$ cat config.mk
export PLATFORM = sky130hd
export DESIGN_NAME = gmo_isqrt
export DESIGN_NICKNAME = d
export VERILOG_FILES = /design/src/rtl/core/gmo_isqrt.sv
export SDC_FILE = /design/constraint.sdc
export NUM_CORES = 1
export LEC_CHECK = 0
export BUFFER_PORTS_ARGS = -buffer_cell sky130_fd_sc_hd__buf_2
export CORE_MARGIN = 2
export CORE_UTILIZATION = 54
export CTS_CLUSTER_SIZE = 40
export DETAILED_ROUTE_END_ITERATION = 16
export PLACE_DENSITY = 0.73
export SLEW_MARGIN = 20
export SYNTH_ARGS = -nofsm -noshare
export SYNTH_HDL_FRONTEND = slang
export SYNTH_SLANG_ARGS = --single-unit
$ cat constraint.sdc
create_clock -name clk_i -period 12.42 [get_ports clk_i]
set_clock_uncertainty 0.15 [all_clocks]
set_input_delay 2.484 -clock clk_i [delete_from_list [all_inputs] [get_ports clk_i]]
set_output_delay 2.484 -clock clk_i [all_outputs]
set_load 0.03 [all_outputs]
$ cat src/rtl/core/gmo_isqrt.sv
// Bit-serial integer square root, two radicand bits per cycle, with remainder.
`timescale 1ns / 1ps
`default_nettype none
module gmo_isqrt #(
  parameter int W = 54
) (
  input  wire logic           clk_i,
  input  wire logic           rst_ni,
  input  wire logic           start_i,
  input  wire logic [W-1:0]   rad_i,
  output logic                busy_o,
  output logic                done_o,
  output logic [W/2-1:0]      root_o,
  output logic [W/2:0]        rem_o
);
  logic [W-1:0] v_q, r_q, bit_q, sum;
  logic         run_q, done_q;

  assign sum = r_q + bit_q;

  always_ff @(posedge clk_i or negedge rst_ni) begin
    if (!rst_ni) begin
      run_q  <= 1'b0;
      done_q <= 1'b0;
    end else begin
      done_q <= 1'b0;
      if (start_i) begin
        run_q <= 1'b1;
      end else if (run_q && bit_q[0]) begin
        run_q  <= 1'b0;
        done_q <= 1'b1;
      end
    end
  end

  always_ff @(posedge clk_i) begin
    if (start_i) begin
      v_q   <= rad_i;
      r_q   <= '0;
      bit_q <= {2'b01, {(W-2){1'b0}}};
    end else if (run_q) begin
      if (v_q >= sum) begin
        v_q <= v_q - sum;
        r_q <= (r_q >> 1) + bit_q;
      end else begin
        r_q <= r_q >> 1;
      end
      bit_q <= bit_q >> 2;
    end
  end

  assign busy_o = run_q;
  assign done_o = done_q;
  assign root_o = r_q[W/2-1:0];
  assign rem_o  = v_q[W/2:0];
endmodule
`default_nettype wire

# Word-level counts from Yosys, hierarchy flattened
# Cells that the tools add are included.
[word_totals]
regBits = 137
input_bits = 57
out_inout_bits = 57
wordCells = 22
[op_classes]
addsub = 3
n_lt_le_gt_ge = 1
n_mux = 8
reduce_logical = 5
[op_table]
columns = ["cell", "count"]
rows = [
  ["$mux 54", 4],
  ["$add 53x53->54", 1],
  ["$add 54x53->54", 1],
  ["$ge 54x54->1", 1],
  ["$sub 54x54->54", 1],
  ["$reduce_bool 2->1", 3],
  ["$mux 1", 4],
  ["$reduce_and 2->1", 1],
  ["$logic_and 1x1->1", 1],
]

# Longest topological paths before layout
# Gate-level depths: netlist of run 1.
[depth]
ltp_word = 5
mapped_depth = 26
mapped_depth_nobuf = 23

# Worst setup path after synthesis of run 1
# Ideal clock, no wire load.
[synth_path]
path_kind = "reg-to-reg"
start = "register r_q[2]"
end = "register v_q[0] (enable)"
setup_time_ps = 540
arrival_ps = 8217
path_slack_ps = 3513
path_stages_with_launch = 25
period_less_slack_ps = 8907
cell_sequence = "dfxtp_1 > ha_1 > a31oi_1 > o21bai_1 > a31o_2 > a21oi_1 > o21ai_0 > a21o_1 > a21o_1 > a21o_1 > a31oi_1 > xor2_1 > ha_1 > clkbuf_1 > and3_1 > and2_1 > nand3_1 > nor2_1 > inv_1 > a211oi_2 > o211ai_2 > and2_1 > buf_4 > buf_2 > o21ai_0"
[synth_between]
elab_chain_cells = 4
[synth_lines]
columns = ["item", "line", "rtl"]
rows = [
  ["start: declaration", "16", "logic [W-1:0] v_q, r_q, bit_q, sum;"],
  ["start signal: assignment", "44", "r_q <= (r_q >> 1) + bit_q;"],
  ["start signal: assignment", "46", "r_q <= r_q >> 1;"],
  ["$add 54x53->54", "19", "assign sum = r_q + bit_q;"],
  ["$ge 54x54->1", "42", "if (v_q >= sum) begin"],
  ["$reduce_bool 2->1 (no source line)", "-", ""],
  ["$reduce_and 2->1 (no source line)", "-", ""],
  ["end signal: assignment", "38", "v_q <= rad_i;"],
  ["end signal: assignment", "43", "v_q <= v_q - sum;"],
  ["end: declaration", "16", ""],
]
# No other way between the ends.
# A chain may end at the register's enable or synchronous reset.

# Worst setup path after layout of run 1
[layout_path]
start = "register bit_q[0]"
end = "register v_q[50] (enable)"
[layout_between]
elab_chain_cells = 4
[layout_lines]
columns = ["item", "line", "rtl"]
rows = [
  ["start: declaration", "16", ""],
  ["start signal: assignment", "40", "bit_q <= {2'b01, {(W-2){1'b0}}};"],
  ["start signal: assignment", "48", "bit_q <= bit_q >> 2;"],
  ["$add 54x53->54", "19", ""],
  ["$ge 54x54->1", "42", ""],
  ["$reduce_bool 2->1 (no source line)", "-", ""],
  ["$reduce_and 2->1 (no source line)", "-", ""],
]
# No other way between the ends.

==> results of run 1 <==
==> power by group through the flow <==
stage          clock (mW)  combinational [mW]  sequential (mW)
6_report            0.515                1.79            0.747
2_1_floorplan           0                1.46            0.708
3_3_place_gp            0                1.77            0.749
3_5_place_dp            0                1.77            0.748
4_1_cts             0.523                1.78            0.744
5_1_grt             0.539                1.96            0.757
==> state kept, by name, indices dropped and copies added, names as in the netlist <==
register  cells
busy_o        1
bit_q        27
r_q          54
v_q          54
done_o        1
==> cell type report <==
type                       count  area, um2
clock inverter                11        113
clock buffer                  20        458
multi-input combinational   1285       8520
sequential                   137       3300
fill                        2213       9740
timing repair buffer         119        617
tap                          319        399
inverter                      33        124
==> cell families (layout without fill, tap and decap cells) <==
family	Yosys count	in the layout	share of synthesized area (%)
AO/OA/AOI/OAI	532	532	27.1
XOR/XNOR	124	124	8.55
adder cells (fa/ha/maj)	111	111	11.0
buffers and inverters	173	183	7.10
flip-flops	137	137	25.9
multiplexers	43	43	3.45
AND/OR/NAND/NOR	475	475	16.9
==> critical path: stages, from the launching register on <==
cell,delay [ns]
dfxtp_1,0.35
ha_1,0.22
ha_1,0.21
a21oi_1,0.22
o21bai_1,0.13
a31o_2,0.30
a21oi_1,0.30
o21ai_1,0.17
a31o_2,0.29
a211oi_1,0.46
o21ai_0,0.17
nand2_1,0.12
xor2_1,0.24
ha_1,0.36
and3_1,0.23
and2_1,0.16
nand3_1,0.11
nor2_1,0.06
a221oi_1,0.25
o21ai_0,0.19
o211ai_2,0.19
buf_4,0.28
and2_2,0.56
buf_4,0.45
o21ai_4,0.06
buf_4,0.33
==> synth_stat cells (16+ instances only) <==
cell type	instances
nand2_1	159
ha_1	110
xor2_1	51
a21oi_1	124
and3_1	16
a211oi_1	25
xnor2_1	73
o21bai_1	24
inv_1	31
clkbuf_1	63
mux2i_1	37
edfxtp_1	54
o21ai_0	135
nand4_1	36
a21o_1	39
or3_1	18
dfxtp_1	81
nand3_1	30
a31oi_1	52
nor2_1	155
buf_4	59
==> metal layers <==
metal	global-route usage [%]	vias to the layer above	share of wire, %
met5	0	-	0
met4	9.65	0	2.4
met3	3.94	57	6.8
met2	43.4	399	43
met1	43.1	5494	48
li1	-	5843	-
==> per-stage QoR <==
stage | worst slack [ns] | area (um2)
CTS | 5.43 | 13500
finish | 5.39 | 13500
global placement | 5.63 | 13000
detailed placement | 5.45 | 13000
floorplan | 3.51 | 12700
global route | 4.91 | 13500
==> how the worst max path moves through the flow <==
stage | startpoint | endpoint | slack (ns) | depth (start not counted)
CTS | r_q[2] | v_q[44] | 5.43 | 22
detailed placement | r_q[2] | v_q[43] | 5.45 | 22
finish | bit_q[0] | v_q[50] | 5.39 | 25
global placement | r_q[2] | v_q[41] | 5.63 | 22
global route | r_q[2] | v_q[50] | 4.91 | 22
floorplan | r_q[2] | v_q[0] | 3.51 | 24
==> impl_metrics.tcl, run 1 <==
set metrics [dict create \
    maxClockFrequency_mhz 142 \
    post_cts_resized 0 \
    synth_top_area_share_pct 12.8 \
    p_per_area_nw_per_um2 226 \
    clockPowerShare_pct 16.8 \
    p_int_mw 1.59 \
    critPathLaunchType "register" \
    clkLatencyLatePin_ns 0.44 \
    final_common_cell "nand2_1" \
    chipHeight_um 157 \
    core-area_um2 23300 \
    hold_viol_final 0 \
    grt_pass1_wl_um 57100 \
    worstPathArrival_ns 6.97 \
    routed_via_density 6.13 \
    place_hpwl_um 27200 \
    regToRegEndpoint "v_q[50]" \
    path_clk_slew_ns 0.07 \
    postCtsSetupBuffers 0 \
    clockRootBuffer "clkbuf_16" \
    final_nets 1761 \
    layout_common_cells "nand2_1 (159), nor2_1 (155), o21ai_0 (134), a21oi_1 (124), buf_2 (112)" \
    netlist_area_um2 12700 \
    dp.cells 1893 \
    cts_tree "yes" \
    sequentialPowerShare_pct 24.4 \
    drive_above_1_share_pct 11.8 \
    htree_levels 4 \
    holdWs_ns 0.390 \
    grt_overflow 0 \
    gp_congestion 0.895 \
    critical_path.max_fanout 54 \
    grt_use_total_pct 29.1 \
    synth_top_cell_by_area "dfxtp_1" \
    required_ns 12.35 \
    ctsHoldBuffers 0 \
    hold_path_class "register to register" \
    p_switching_mw 1.47 \
    ant_nets 0 \
    tns_ns 0 \
    cts_buffers 17 \
    tightest_slew_ns 0.978 \
    synth-async-reset-ratio_pct 1.46 \
    drt_iter0_drc 964 \
    ys_types 70 \
    fin_util_pct 58.1 \
    drc 0 \
    grt_max_degree 101 \
    initial_core_util_pct 54.6 \
    maxCapViolCount 0 \
    die_x_um 157 \
    total_power_mw 3.06 \
    min-delay-start "bit_q[52]" \
    dr.pass1.iters 5 \
    comb_power_share_pct 58.7 \
    ys_warn_count 0 \
    period_share_pct 56.6 \
    wl_um 36100 \
    io_pins 114 \
    synth.top_cells.by_area "dfxtp_1 (13%), edfxtp_1 (13%), ha_1 (11%), o21ai_0 (5.3%), xnor2_1 (5.0%)" \
    postSynthNetCount 1763 \
    end_kind "register" \
    peakVddDrop_v 0.0000871 \
    syn_inst 1595 \
    dr_total_vias 11800 \
    p_leak_nw 5.44 \
    synth-edff-count 54 \
    syn_avg_cell_area_um2 7.96 \
    io_buffers 113 \
    dieArea_um2 24800 \
    maxSlewViolCount 0 \
    r2r-start "bit_q[0]" \
    hold_depth 1 \
    clk_path_buf_depth 2 \
    setup_viol 0 \
    status "complete, no violations" \
    swShare_pct 48.1 \
    hold-path-endpoint "bit_q[52]" \
    r2r_slack_ns 5.39 \
    rsz0062_at_grt "false" \
    relSlewSlack_pct 34.8 \
    ys_ff_latch 137 \
    cts_num_sinks 137 \
    layoutNonFillerInstCount 1924 \
    crit_type "register to register" \
    seq_area_frac_synth_pct 25.9 \
    detail_route.wl_per_cell_um 18.8 \
    synth_ff_type "dfxtp_1" \
    area_delta_synth_final_pct 6.54 \
    diodes 0 \
    reg2regPathDepth 25 \
    fp-row-count 56 \
    period_needed_ns 7.03 \
    antenna_found_initial 0 \
    grt_pass1_vias 10800 \
]
Note: power is estimated with default switching activity, not from simulation.
==> inputs of run 2 (changes only) <==
--- a/config.mk
+++ b/config.mk
@@ -5,12 +5,13 @@
 export SDC_FILE = /design/constraint.sdc
 export NUM_CORES = 1
 export LEC_CHECK = 0
+export ABC_AREA = 1
 export BUFFER_PORTS_ARGS = -buffer_cell sky130_fd_sc_hd__buf_2
 export CORE_MARGIN = 2
 export CORE_UTILIZATION = 54
 export CTS_CLUSTER_SIZE = 40
 export DETAILED_ROUTE_END_ITERATION = 16
-export PLACE_DENSITY = 0.73
+export PLACE_DENSITY = 0.75
 export SLEW_MARGIN = 20
 export SYNTH_ARGS = -nofsm -noshare
 export SYNTH_HDL_FRONTEND = slang
==> constraint.sdc (replaced) <==
create_clock -name clk_i -period 5.88 [get_ports clk_i]
set_clock_uncertainty 0.15 [all_clocks]
set_input_delay 1.176 -clock clk_i [delete_from_list [all_inputs] [get_ports clk_i]]
set_output_delay 1.176 -clock clk_i [all_outputs]
set_load 0.03 [all_outputs]
==> run 2 against run 1 <==
Combinational power grew to 3.1 times the previous value. Critical path type unchanged. Via count grew 59%. Synthesized area grew 29%. Worst hold slack lost 0.069 ns. Sequential share of layout area shrank 5.5 points.
==> impl_metrics.tcl, run 2 <==
set metrics [dict create \
    status "complete, no violations" \
    layout_common_cells "nand2_1 (875), inv_1 (398), nor2_1 (338), nand3_1 (237), a21oi_1 (194)" \
    grt_use_total_pct 39.2 \
    syn_inst 2834 \
    required_ns 5.86 \
    ys_types 44 \
    place_hpwl_um 50000 \
    maxCapViolCount 0 \
    period_share_pct 92.7 \
    crit_type "register to register" \
    ant_nets 0 \
    area_delta_synth_final_pct 6.86 \
    yosysMostFrequentCell "nand2_1" \
    holdWs_ns 0.321 \
    synth_top_area_share_pct 20.1 \
    synth_top_family_by_area "simple AND/OR/NAND/NOR gates" \
    postSynthNetCount 3002 \
    p_per_area_nw_per_um2 481 \
    antenna_found_initial 0 \
    synth_xor_area_share_pct 4.13 \
    cts_buffers 17 \
    grt_pass1_vias 17000 \
    gp_congestion 1.10 \
    ys_ff_latch 137 \
    path_clk_slew_ns 0.08 \
    synth-edff-count 54 \
    io_buffers 113 \
    synth.area.mux_share_pct 0 \
    drive_above_1_share_pct 6.84 \
    drc 0 \
    syn_avg_cell_area_um2 5.76 \
    ys_warn_count 0 \
    maxSlewViolCount 0 \
    dr_total_vias 18700 \
    core-area_um2 29700 \
    synth_fa_ha_area_share_pct 8.55 \
    clkLatencyLatePin_ns 0.47 \
    die_x_um 178 \
    synth_top_cell_by_area "nand2_1" \
    synth.top_cells.by_area "nand2_1 (20%), dfxtp_1 (9.9%), edfxtp_1 (9.9%), inv_1 (9.2%), ha_1 (8.4%)" \
    synth-async-reset-ratio_pct 1.46 \
    p_leak_nw 8.06 \
    hold_viol_final 0 \
    diodes 0 \
    peakVddDrop_v 0.000494 \
    synth_common_cells "nand2_1 (876), inv_1 (398), nor2_1 (338)" \
    grt_pass1_wl_um 94500 \
    tightest_slew_ns 0.921 \
    fin_util_pct 58.7 \
    critPathLaunchType "register" \
    worstPathArrival_ns 5.43 \
    io_pins 114 \
    worst_slack_ns 0.431 \
    drt_iter0_drc 2436 \
    htree_levels 4 \
    critical_path.max_fanout 54 \
    relSlewSlack_pct 38.5 \
    synth-compound-area-share_pct 13.1 \
    synth_ff_type "dfxtp_1" \
    dr.pass1.iters 9 \
    end_kind "register" \
    synth_simple_gate_area_share_pct 40.5 \
    setup_viol 0 \
    detail_route.wl_per_cell_um 19.1 \
    dp_slack_ns 0.489 \
    cts_num_sinks 137 \
    rsz0062_at_grt "false" \
    wl_um 62400 \
    final_common_cell "nand2_1" \
    netlist_area_um2 16300 \
    dieArea_um2 31600 \
    maxClockFrequency_mhz 184 \
    clockRootBuffer "clkbuf_16" \
    chipHeight_um 178 \
    initial_core_util_pct 54.9 \
    grt_max_degree 82 \
    hold_path_class "input port to async pin" \
    cts_tree "yes" \
    clk_path_buf_depth 2 \
    period_needed_ns 5.45 \
    fp-row-count 63 \
    top_regs "r_q x54, v_q x54, bit_q x27" \
    tns_ns 0 \
    final_nets 3035 \
    grt_overflow 0 \
    seq_area_frac_synth_pct 20.2 \
    total_power_mw 8.40 \
    routed_via_density 5.73 \
]
## run 2: cell families after synthesis
| family | count (synthesis) |
|---|---|
| buffers and inverters | 521 |
| DFF | 137 |
| xor gates and xnor gates | 77 |
| and+or+nand+nor | 1587 |
| adders and majority gates | 111 |
| AOI/OAI and AO/OA | 401 |
## run 2: layer usage
metal  routed length, um  global-route usage, %
met1               28000                   55.4
met4                1700                   11.7
met2               26400                   59.0
met5                   0                      0
met3                6290                   9.04
## run 2: final cells by class
cell class / count / area, um2
fillers: 3031 / 12300
multi-input cells: 2176 / 10800
flip-flops and latches: 137 / 3290
inverters: 407 / 1530
repair buffers: 128 / 706
well taps: 390 / 488
clock buffers: 17 / 425
clock inverters: 15 / 176
## run 2: path summary, 6_finish.rpt
kind                           from  endpoint  slack [ns]  cells past startpoint
max                        bit_q[0]   v_q[20]        0.43                     26
min                          rst_ni    busy_o        0.32                      1
max reg2reg                bit_q[0]   v_q[20]        0.43                     26
min reg2reg                  r_q[0]    r_q[0]        0.35                      2
max in group asynchronous    rst_ni    busy_o        5.15                      1
min in group clk_i           r_q[0]    r_q[0]        0.35                      2
## run 2: report_power, final
part	internal (mW)	total, mW	switching [mW]
logic	1.74	5.53	3.79
clock network	0.607	1.16	0.553
registers	1.40	1.71	0.312
total	3.74	8.40	4.65
## run 2: repair_timing
action,4_1_cts,5_1_grt
endpoints found under the hold margin,0,0
gates resized for setup,0,1
hold buffers,0,0
setup endpoints to repair,0,80
buffers inserted,0,0
## run 2: stage by stage
| step | cells | instance area, um2 |
|---|---|---|
| after floorplan | 2834 | 16300 |
| after global placement | 3238 | 16800 |
| after detailed placement | 3238 | 16800 |
| after CTS | 3270 | 17400 |
| after global routing | 3270 | 17400 |
| final | 3270 | 17400 |
## run 2: critical path: stages, from the launching register on
cell,delay (ns)
dfxtp_1,0.41
ha_1,0.33
ha_1,0.23
nand2_1,0.06
a21oi_1,0.24
nand2_1,0.11
nand2_1,0.20
nand2_1,0.07
nand2_1,0.21
nand3_1,0.11
nand2_1,0.22
nand4_1,0.14
nand2_1,0.16
xor2_1,0.11
ha_1,0.37
nand2_1,0.26
nor3_2,0.48
nand2_1,0.10
nor2_1,0.11
nand2_1,0.08
nand2_1,0.08
nor2_1,0.05
nand3_2,0.08
nand2_1,0.05
buf_4,0.21
nand2_2,0.08
buf_12,0.30
==> inputs of run 3 (changes only) <==
--- a/config.mk
+++ b/config.mk
@@ -8,10 +8,11 @@
 export ABC_AREA = 1
 export BUFFER_PORTS_ARGS = -buffer_cell sky130_fd_sc_hd__buf_2
 export CORE_MARGIN = 2
-export CORE_UTILIZATION = 54
+export CORE_UTILIZATION = 57
 export CTS_CLUSTER_SIZE = 40
 export DETAILED_ROUTE_END_ITERATION = 16
-export PLACE_DENSITY = 0.75
+export PLACE_DENSITY = 0.79
+export RECOVER_POWER = 25
 export SLEW_MARGIN = 20
 export SYNTH_ARGS = -nofsm -noshare
 export SYNTH_HDL_FRONTEND = slang
==> run 3 against run 2 <==
The flow now finishes with violations (max-capacitance violations, max-slew violations). Clock power is 6% lower. Final area decreased by 0.55%. Sequential power about the same. Fmax fell by 0.77%. Critical path type is now input port to register. Critical endpoint is now v_q[53]. Highest routed layer unchanged.
==> impl_metrics.tcl, run 3 (same netlist as run 2, synthesis figures left out) <==
set metrics [dict create \
    cp-endpoint "v_q[53]" \
    hold_viol_final 0 \
    htree_levels 4 \
    cts_tree "yes" \
    layout_common_cells "nand2_1 (875), inv_1 (398), nor2_1 (338), nand3_1 (237), a21oi_1 (193)" \
    die_x_um 173 \
    chipHeight_um 173 \
    cts_buffers 17 \
    postLayoutCellArea_um2 17400 \
    cts_num_sinks 137 \
    r2r_slack_ns 0.42 \
    failed_checks "max-capacitance violations, max-slew violations" \
    ant_nets 0 \
    detail_route.wl_per_cell_um 18.2 \
    rsz0062_at_grt "false" \
    dr.pass1.iters 7 \
    antenna_found_initial 0 \
    comb_power_share_pct 65.9 \
    area_delta_synth_final_pct 6.28 \
    reg2regPathDepth 27 \
    routed_via_density 5.74 \
    p_switching_mw 4.53 \
    fillers 2911 \
    end_kind "register" \
    final_nets 3037 \
    p_int_mw 3.68 \
    r2r-start "bit_q[0]" \
    relSlewSlack_pct -151 \
    grt_overflow 0 \
    drt_iter0_drc 2464 \
    top_regs "r_q x54, v_q x54, bit_q x27" \
    swShare_pct 55.2 \
    clk_path_buf_depth 2 \
    dieArea_um2 30000 \
    gp_congestion 1.09 \
    drc 0 \
    grt_max_degree 80 \
    critPathLaunchType "input port" \
    placed_area_um2 16800 \
    maxClockFrequency_mhz 182 \
    core-area_um2 28000 \
    place_hpwl_um 47400 \
    fp-row-count 61 \
    p_leak_nw 7.89 \
    crit_type "input port to register" \
    period_share_pct 93.4 \
    drive_above_1_share_pct 5.20 \
    diodes 0 \
    regToRegEndpoint "v_q[40]" \
    hold_path_class "input port to async pin" \
    clockPowerShare_pct 13.3 \
    maxSlewViolCount 71 \
    tns_ns 0 \
    grt_use_total_pct 38.6 \
    p_per_area_nw_per_um2 474 \
    initial_core_util_pct 58.3 \
    worstPathArrival_ns 5.66 \
    io_buffers 113 \
    grt_pass1_vias 16800 \
    wl_um 59400 \
    status "finished with violations" \
    crit_path_start "start_i" \
    dr_total_vias 18700 \
    critical_path.max_fanout 70 \
    peakVddDrop_v 0.000386 \
    grt_pass1_wl_um 91500 \
    required_ns 6.04 \
    maxCapViolCount 1 \
    final_common_cell "nand2_1" \
    clkLatencyLatePin_ns 0.47 \
    io_pins 114 \
    path_clk_slew_ns 0.07 \
    setup_viol 0 \
    clockRootBuffer "clkbuf_16" \
    sequentialPowerShare_pct 20.8 \
    tightest_slew_ns 3.76 \
    period_needed_ns 5.49 \
]
[run 3: how the worst min path moves through the flow]
stage | start | to | cells past startpoint
final | rst_ni | busy_o | 1
after global routing | rst_ni | busy_o | 1
after floorplan | bit_q[0] | done_o | 2
after CTS | rst_ni | busy_o | 1
after detailed placement | r_q[0] | r_q[0] | 2
after global placement | r_q[0] | r_q[0] | 2
[run 3: per-layer routing]
metal,part of all wire (%),up-vias,global-route usage (%)
li1,-,9112,-
met2,42,1046,57.5
met3,12,134,10.7
met4,3.2,0,12.6
met5,0,-,0
met1,43,8419,53.9
[run 3: layout make-up]
class | instances | area, um2 | share of cell area (%)
Sequential cell | 137 | 3290 | 19.0
Tap cell | 378 | 473 | 2.73
Clock buffer | 19 | 443 | 2.55
Clock inverter | 13 | 109 | 0.627
Timing Repair Buffer | 130 | 663 | 3.82
Inverter | 407 | 1530 | 8.81
Multi-Input combinational cell | 2176 | 10800 | 62.5
[run 3: power groups by stage]
stage | combinational [mW] | clock, mW | sequential, mW
2_1_floorplan | 4.10 | 0 | 1.58
3_3_place_gp | 5.17 | 0 | 1.71
3_5_place_dp | 5.23 | 0 | 1.72
4_1_cts | 5.28 | 1.10 | 1.70
5_1_grt | 5.94 | 1.13 | 1.73
6_report | 5.42 | 1.09 | 1.71
[run 3: per-stage QoR]
step / utilization (%) / power (mW) / hold slack [ns] / setup WS (ns) / std cells
after detailed placement: 60.1 / 6.95 / 0.328 / 0.325 / 3228
after global placement: 60.1 / 6.88 / 0.326 / 0.434 / 3228
after global routing: 61.9 / 8.80 / 0.330 / 0.0163 / 3260
after floorplan: - / 5.68 / 0.302 / 0.838 / 2834
final: 61.9 / 8.22 / 0.331 / 0.388 / 3260
after CTS: 62.1 / 8.08 / 0.320 / 0.283 / 3260
[run 3: repair_timing]
item	4_1_cts	5_1_grt
hold buffers	0	0
setup endpoints to repair	0	107
buffers inserted	0	0
gates resized for setup	0	6
hold endpoints to repair	0	0
[run 3: critical path, cell delays in order]
cell      delay [ns]
clkbuf_2        0.72
inv_2           0.37
clkbuf_1        2.69
nand3_1         0.47
nand2_1         0.19
